--- src/hdl/bcis_pkg.sv ---
// Shared types, codes and defaults for the binned CDF index sampler.
`default_nettype none
package bcis_pkg;

	localparam int BCIS_LEVELS  = 8;
	localparam int BCIS_ENTRIES = 64;

	// Function codes of a request word.
	localparam logic FUNC_LOAD   = 1'b0;
	localparam logic FUNC_SAMPLE = 1'b1;

	localparam logic [15:0] SAMPLE_TOP = 16'hFFFF;

	typedef struct packed {
		logic        func;
		logic [2:0]  level;
		logic [5:0]  entry;
		logic [2:0]  entry_bin;
		logic [15:0] entry_cdf;
		logic [2:0]  element;
		logic [15:0] random_value;
	} req_t;

	typedef struct packed {
		logic       found;
		logic [5:0] chosen_entry;
	} rsp_t;

	// Query travelling along the chain, one cell per cycle.
	typedef struct packed {
		logic        valid;
		logic        level_ok;
		logic [2:0]  level;
		logic [2:0]  element;
		logic [15:0] sample;
		logic        found;
		logic [5:0]  chosen;
	} tok_t;

	// Table write broadcast to every cell.
	typedef struct packed {
		logic        en;
		logic [2:0]  level;
		logic [5:0]  entry;
		logic [2:0]  bin;
		logic [15:0] cdf;
	} wr_t;

endpackage
`default_nettype wire

--- src/hdl/bcis_ram.sv ---
// Generic single-port RAM with registered read data.
`default_nettype none
module bcis_ram #(
	parameter int WIDTH = 8,
	parameter int DEPTH = 8,
	localparam int AW = (DEPTH > 1) ? $clog2(DEPTH) : 1
) (
	input  wire logic             clk,
	input  wire logic             we,
	input  wire logic [AW-1:0]    addr,
	input  wire logic [WIDTH-1:0] wdata,
	output logic      [WIDTH-1:0] rdata
);

	logic [WIDTH-1:0] mem_q [DEPTH];

	always_ff @(posedge clk) begin
		if (we) begin
			mem_q[addr] <= wdata;
		end
		rdata <= mem_q[addr];
	end

endmodule
`default_nettype wire

--- src/hdl/bcis_cell.sv ---
// One chain cell: holds one table entry for every power level and tests the passing query.
`default_nettype none
module bcis_cell import bcis_pkg::*; #(
	parameter int LEVELS = BCIS_LEVELS,
	parameter int IDX    = 0
) (
	input  wire logic clk,
	input  wire logic arst_n,
	input  wire wr_t  wr,
	input  wire tok_t tok_in,
	output tok_t      tok_out
);

	localparam int LW = (LEVELS > 1) ? $clog2(LEVELS) : 1;
	localparam logic [5:0] MY_ID = 6'(IDX % 64);

	tok_t        tok_q;
	logic        we;
	logic [2:0]  lvl;
	logic [LW+2:0] lvl_ext;
	logic [LW-1:0] addr;
	logic [18:0] rdata;
	logic [2:0]  rd_bin;
	logic [15:0] rd_cdf;
	logic        match;

	assign we      = wr.en && (32'(wr.entry) == IDX);
	assign lvl     = we ? wr.level : tok_in.level;
	assign lvl_ext = {{LW{1'b0}}, lvl};
	assign addr    = lvl_ext[LW-1:0];

	bcis_ram #(
		.WIDTH (19),
		.DEPTH (LEVELS)
	) u_ram (
		.clk   (clk),
		.we    (we),
		.addr  (addr),
		.wdata ({wr.bin, wr.cdf}),
		.rdata (rdata)
	);

	assign rd_bin = rdata[18:16];
	assign rd_cdf = rdata[15:0];

	// The read data lines up with the query registered in the same edge.
	always_ff @(posedge clk or negedge arst_n) begin
		if (!arst_n) begin
			tok_q <= '0;
		end else begin
			tok_q <= tok_in;
		end
	end

	assign match = tok_q.valid && tok_q.level_ok && !tok_q.found &&
		(rd_bin == tok_q.element) && (tok_q.sample < rd_cdf);

	always_comb begin
		tok_out = tok_q;
		if (match) begin
			tok_out.found  = 1'b1;
			tok_out.chosen = MY_ID;
		end
	end

endmodule
`default_nettype wire

--- config.mk ---
export PLATFORM = sky130hd
export DESIGN_NAME = bcis_cell
export DESIGN_NICKNAME = d
export VERILOG_FILES = /design/src/hdl/bcis_pkg.sv /design/src/hdl/bcis_ram.sv /design/src/hdl/bcis_cell.sv
export SDC_FILE = /design/constraint.sdc
export NUM_CORES = 1
export LEC_CHECK = 0
export CORE_ASPECT_RATIO = 0.75
export CORE_MARGIN = 4
export CORE_UTILIZATION = 36
export CTS_BUF_LIST = sky130_fd_sc_hd__clkbuf_8
export DETAILED_ROUTE_END_ITERATION = 16
export DONT_BUFFER_PORTS = 1
export HOLD_SLACK_MARGIN = 0.15
export PLACE_DENSITY = 0.55
export SYNTH_ARGS = -nofsm -noshare
export SYNTH_HDL_FRONTEND = slang
export SYNTH_SLANG_ARGS = --single-unit
--- constraint.sdc ---
create_clock -name clk -period 3 [get_ports clk]
set_input_delay 0.3 -clock clk [delete_from_list [all_inputs] [get_ports clk]]
set_output_delay 0.3 -clock clk [all_outputs]
set_load 0.005 [all_outputs]
== Word level (Yosys, flattened, before mapping) ==
Memory sizes are Yosys's and may differ from the RTL's. A register that Yosys moved wholly into a read port is not among the register bits.
Cells that the tools add are included.
Cells by class
  add/subtract/negate cells: 0
  $mul: 0
  div/mod/pow operators: 0
  $lt $le $gt $ge: 1
  equality and inequality tests: 1
  shift-type cells: 0
  muxes and demuxes: 4
  bitwise gates (word level): 0
  reductions and logical operators: 7
Operator list (count)
  < comparator 16 bit: 1
  two-way mux 7 bit: 1
  zero test 6 bit: 1
  logical AND 1 bit: 5
  equality test 3 bit: 1
  two-way mux 3 bit: 1
  two-way mux 1 bit: 2
  zero test 1 bit: 1
Storage, ports and cells
  register bits after elaboration: 31
  bits in latches: 0
  memory bits (writable): 152
  bits in read-only memories: 0
  input port bits: 62
  word-level logic and storage cells: 21
  memories: 1
Memory list
  u_ram.mem_q: words 8, bits a word 19, rd ports 1, clocked after Yosys merged registers in 1, wr ports 1, RTL line bcis_ram.sv:15  | logic [WIDTH-1:0] mem_q [DEPTH];

== Longest topological paths before layout ==
  depth in word-level cells: 5
  gate-level depth with buffers: 8
  gate-level depth less buffers: 7

== Cells and area by module ==
From an unflattened synthesis, not the netlist that was laid out.
Unflattened totals
  cells, all modules: 419
  area, all modules: 7800.0 µm²
Modules (own cells, without submodules)
  bcis_ram: times used 1, cells an instance 287, area an instance 6298.5 µm², seq. area each 4944.7 µm²
  bcis_cell: times used 1, cells an instance 132, area an instance 1501.4 µm², seq. area each 775.7 µm²

== Least setup slack after synthesis ==
No wires, ideal clock.
  path type: input to register
  from: in wr[21] in the netlist's numbering
  to: mem u_ram.mem_q[4][0] (enable)
  arrival time: 3.065 ns
  data required time: 2.581 ns
  slack: -0.484 ns
  stages: 8
  buffers on the path: 3
  cell sequence: or4b_4 > buf_6 > or2_1 > buf_6 > nor3b_2 > a31oi_2 > buf_6 > nor3_1
Between the ends
  cells in the longest elaborated chain, start to end: 4
  elaborated cells between the ends (all ways): 5
  classes of those cells: mux (3); reduce/logical (2)
Ends and longest elaborated chain
  start, declared: RTL line bcis_cell.sv:9  | input wire wr_t wr,
  zero test 6 bit *: RTL line bcis_cell.sv:27  | assign we = wr.en && (32'(wr.entry) == IDX);
  logical AND 1 bit *: RTL line bcis_cell.sv:27
  two-way mux 1 bit: RTL line bcis_ram.sv:18  | if (we) begin
  two-way mux 1 bit (not written as such): RTL line bcis_ram.sv:19  | mem_q[addr] <= wdata;
  end, declared: RTL line bcis_ram.sv:15
Every way passes the cells marked *; elsewhere a longest branch is shown, timed or not.

==> results.json <==
{
  "root_buffer": "clkbuf_8",
  "synthArstFlopShare_pct": 15.35,
  "netlist-cell-type-count": 39,
  "yosys-top-cells-area": "edfxtp_1, dfrtp_1, o211ai_1",
  "total_power_mw": 5.750,
  "clock_path_buffers": 3,
  "seqCellArea_um2": 5720,
  "initial_core_util_pct": 36.70,
  "cts.sinks": 202,
  "worstReg2RegEnd": "u_ram.rdata[14]",
  "synth_commonest_cells": "edfxtp_1, o211ai_1, o21ai_0",
  "required_ns": 2.70,
  "synth_nets": 688,
  "slew_headroom_pct": 20.19,
  "hpwlAfterDp_um": 12890,
  "die_x_um": 185.3,
  "grtUsageTotal_pct": 16.46,
  "first_pass_iters": 5,
  "n_fill_cell": 2060,
  "fin_skew_ns": 0.03028,
  "endpoint_kind": "output port",
  "setup.worst_path.end": "tok_out[6]",
  "synth_ff_type": "edfxtp_1",
  "place.port_buffers": 0,
  "antenna_found_initial": 4,
  "nNetsFinal": 730,
  "synth.largest_area_cell": "edfxtp_1",
  "multi_input_area_um2": 2302,
  "postSynthAreaPerCell_um2": 13.89,
  "worstMarginPinSlew_ns": 1.193,
  "ant_nets": 0,
  "cts_hold_buf": 57,
  "cts_resized": 0,
  "post_cts_buffers": 0,
  "period_needed_ns": 2.795,
  "clk_pin_slew_ns": 0.06,
  "ys_ff_latch": 202,
  "critPathLaunch": "tok_out[18]",
  "cts_tree": "done",
  "critPathKind": "reg -> out",
  "row_count": 48,
  "power_leakage_nw": 3.381,
  "yosysTopAreaCellShare_pct": 53.79,
  "powerDensity_nw_per_um2": 583.6,
  "wl_per_cell_um": 22.74,
  "finalWirelength_um": 22260,
  "start_kind": "flop",
  "slew_viol_final": 0,
  "final_hold_viol_count": 0,
  "status": "complete, no violations",
  "worst_ep_arrival_time_ns": 2.50,
  "area_growth_pct": 16.10,
  "max_cap_viol_count": 0,
  "vias": 5520,
  "grt-ovfl-total": 0,
  "hold_path.class": "in -> reg",
  "drive_gt1_share_pct": 11.06,
  "vdd_drop_max_mv": 0.3193,
  "rrSetupSlack_ns": 1.50,
  "netlist_area_um2": 8486,
  "yosys.cell_count.top_type": "edfxtp_1",
  "via_per_inst": 5.638,
  "r2r-start": "u_ram.mem_q[3][14]",
  "fp.dieArea_um2": 26120,
  "rr_worst_depth": 4,
  "grt_pass1_vias": 5492,
  "drc": 0,
  "utilization_pct": 42.61,
  "clock_latency_ns": 0.58,
  "coreArea_um2": 23120,
  "ys_seq_area_share_pct": 67.41,
  "grt_max_degree": 80,
  "numCtsBuffers": 31,
  "fin_crit_sh_pct": 93.18,
  "synthCells": 611,
  "crit_fanout": 7,
  "drt_iter0_markers": 522,
  "htree_levels": 1,
  "hold_slack_ns": 0.1983,
  "setup_viol": 0,
  "synth_edf_count": 152,
  "io_pins": 93,
  "fmax_ghz": 0.3577,
  "yosys_warnings": 0,
  "gp_congestion": 0.7212,
  "rsz0062_at_grt": "no",
  "grt_pass1_wl_um": 32970,
  "die_h_um": 141.0
}
final cells by class:
cell class / count / share of cell area [%]
timing repair buffer: 80 / 7.671
inverter: 20 / 0.7620
sequential: 202 / 58.06
tap: 300 / 3.810
antenna: 1 / 0.02540
clock inverter: 21 / 1.130
clock buffer: 37 / 5.169
multi-input combinational: 318 / 23.37
layout by cell type, fill, tap and decap left out, drive strengths merged, types with 6 or more instances in the layout:
cell         synthesis  layout
a21oi                6       6
a22oi               19      19
buf                 41      23
clkbuf              30      37
clkinv               0       7
dfrtp               31      31
dfxtp               19      19
dlygate4sd3          0      57
edfxtp             152     152
ha                  15      15
inv                 20      32
mux2i               39      39
nand2               18      18
nand3               38      38
nor2                 6       6
nor3                 6       6
o211ai              77      77
o21ai               46      46
o221ai              19      19
state kept, by name (all words and copies together) (netlist names):
name         cells
tok_out         24
u_ram.mem_q    152
tok_q            7
u_ram.rdata     19
power breakdown:
| group | switching (mW) | internal (mW) | total [mW] |
|---|---|---|---|
| Sequential | 0.0290 | 3.06 | 3.08 |
| Clock | 1.08 | 1.20 | 2.28 |
| Combinational | 0.233 | 0.157 | 0.389 |
worst min-delay path by stage:
stage	start	endpoint	cells past startpoint
floorplan	arst_n	tok_out[10]	0
finish	tok_in[26]	u_ram.rdata[10]	4
global placement	arst_n	tok_out[9]	0
CTS	tok_in[26]	u_ram.rdata[12]	4
detailed placement	arst_n	tok_out[10]	0
global route	tok_in[26]	u_ram.rdata[9]	4
critical path: stages (launching register included):
cell and delay, ns:
dfrtp_1 0.42, ha_1 0.34, a21oi_1 0.17, o21a_1 0.18
o211ai_1 0.10, a21oi_1 0.41, a2bb2oi_1 0.32
per-stage QoR:
stage	TNS (ns)	cells	setup slack, ns	instance area (um^2)
2_1_floorplan	-4.346	611	-0.1144	8496
3_3_place_gp	0	862	0.1610	8638
3_5_place_dp	0	862	0.1822	8638
4_1_cts	0	977	0.1878	9839
5_1_grt	0	979	0.005435	9852
6_report	0	979	0.2046	9852
routing by layer:
| metal | wire length [um] | up-vias | track usage, % |
|---|---|---|---|
| li1 | - | 2454 | - |
| met2 | 8904 | 305 | 22.20 |
| met5 | 22 | - | 0 |
| met4 | 369 | 6 | 3.514 |
| met3 | 2188 | 42 | 4.643 |
| met1 | 10780 | 2713 | 26.12 |
cell families (layout without fill, tap and decap cells):
kind of cell,count (synthesis),count (layout),share of synthesized area [%]
buffers and inverters,91,158,5.868
adders and majority gates,15,15,2.212
muxes,39,39,4.600
DFF,202,202,67.41
and+or+nand+nor,85,85,5.176
other,0,1,0
xor gates and xnor gates,3,3,0.3097
AOI/OAI and AO/OA,176,176,14.42
No activity file was read; power rests on OpenSTA's default activity.
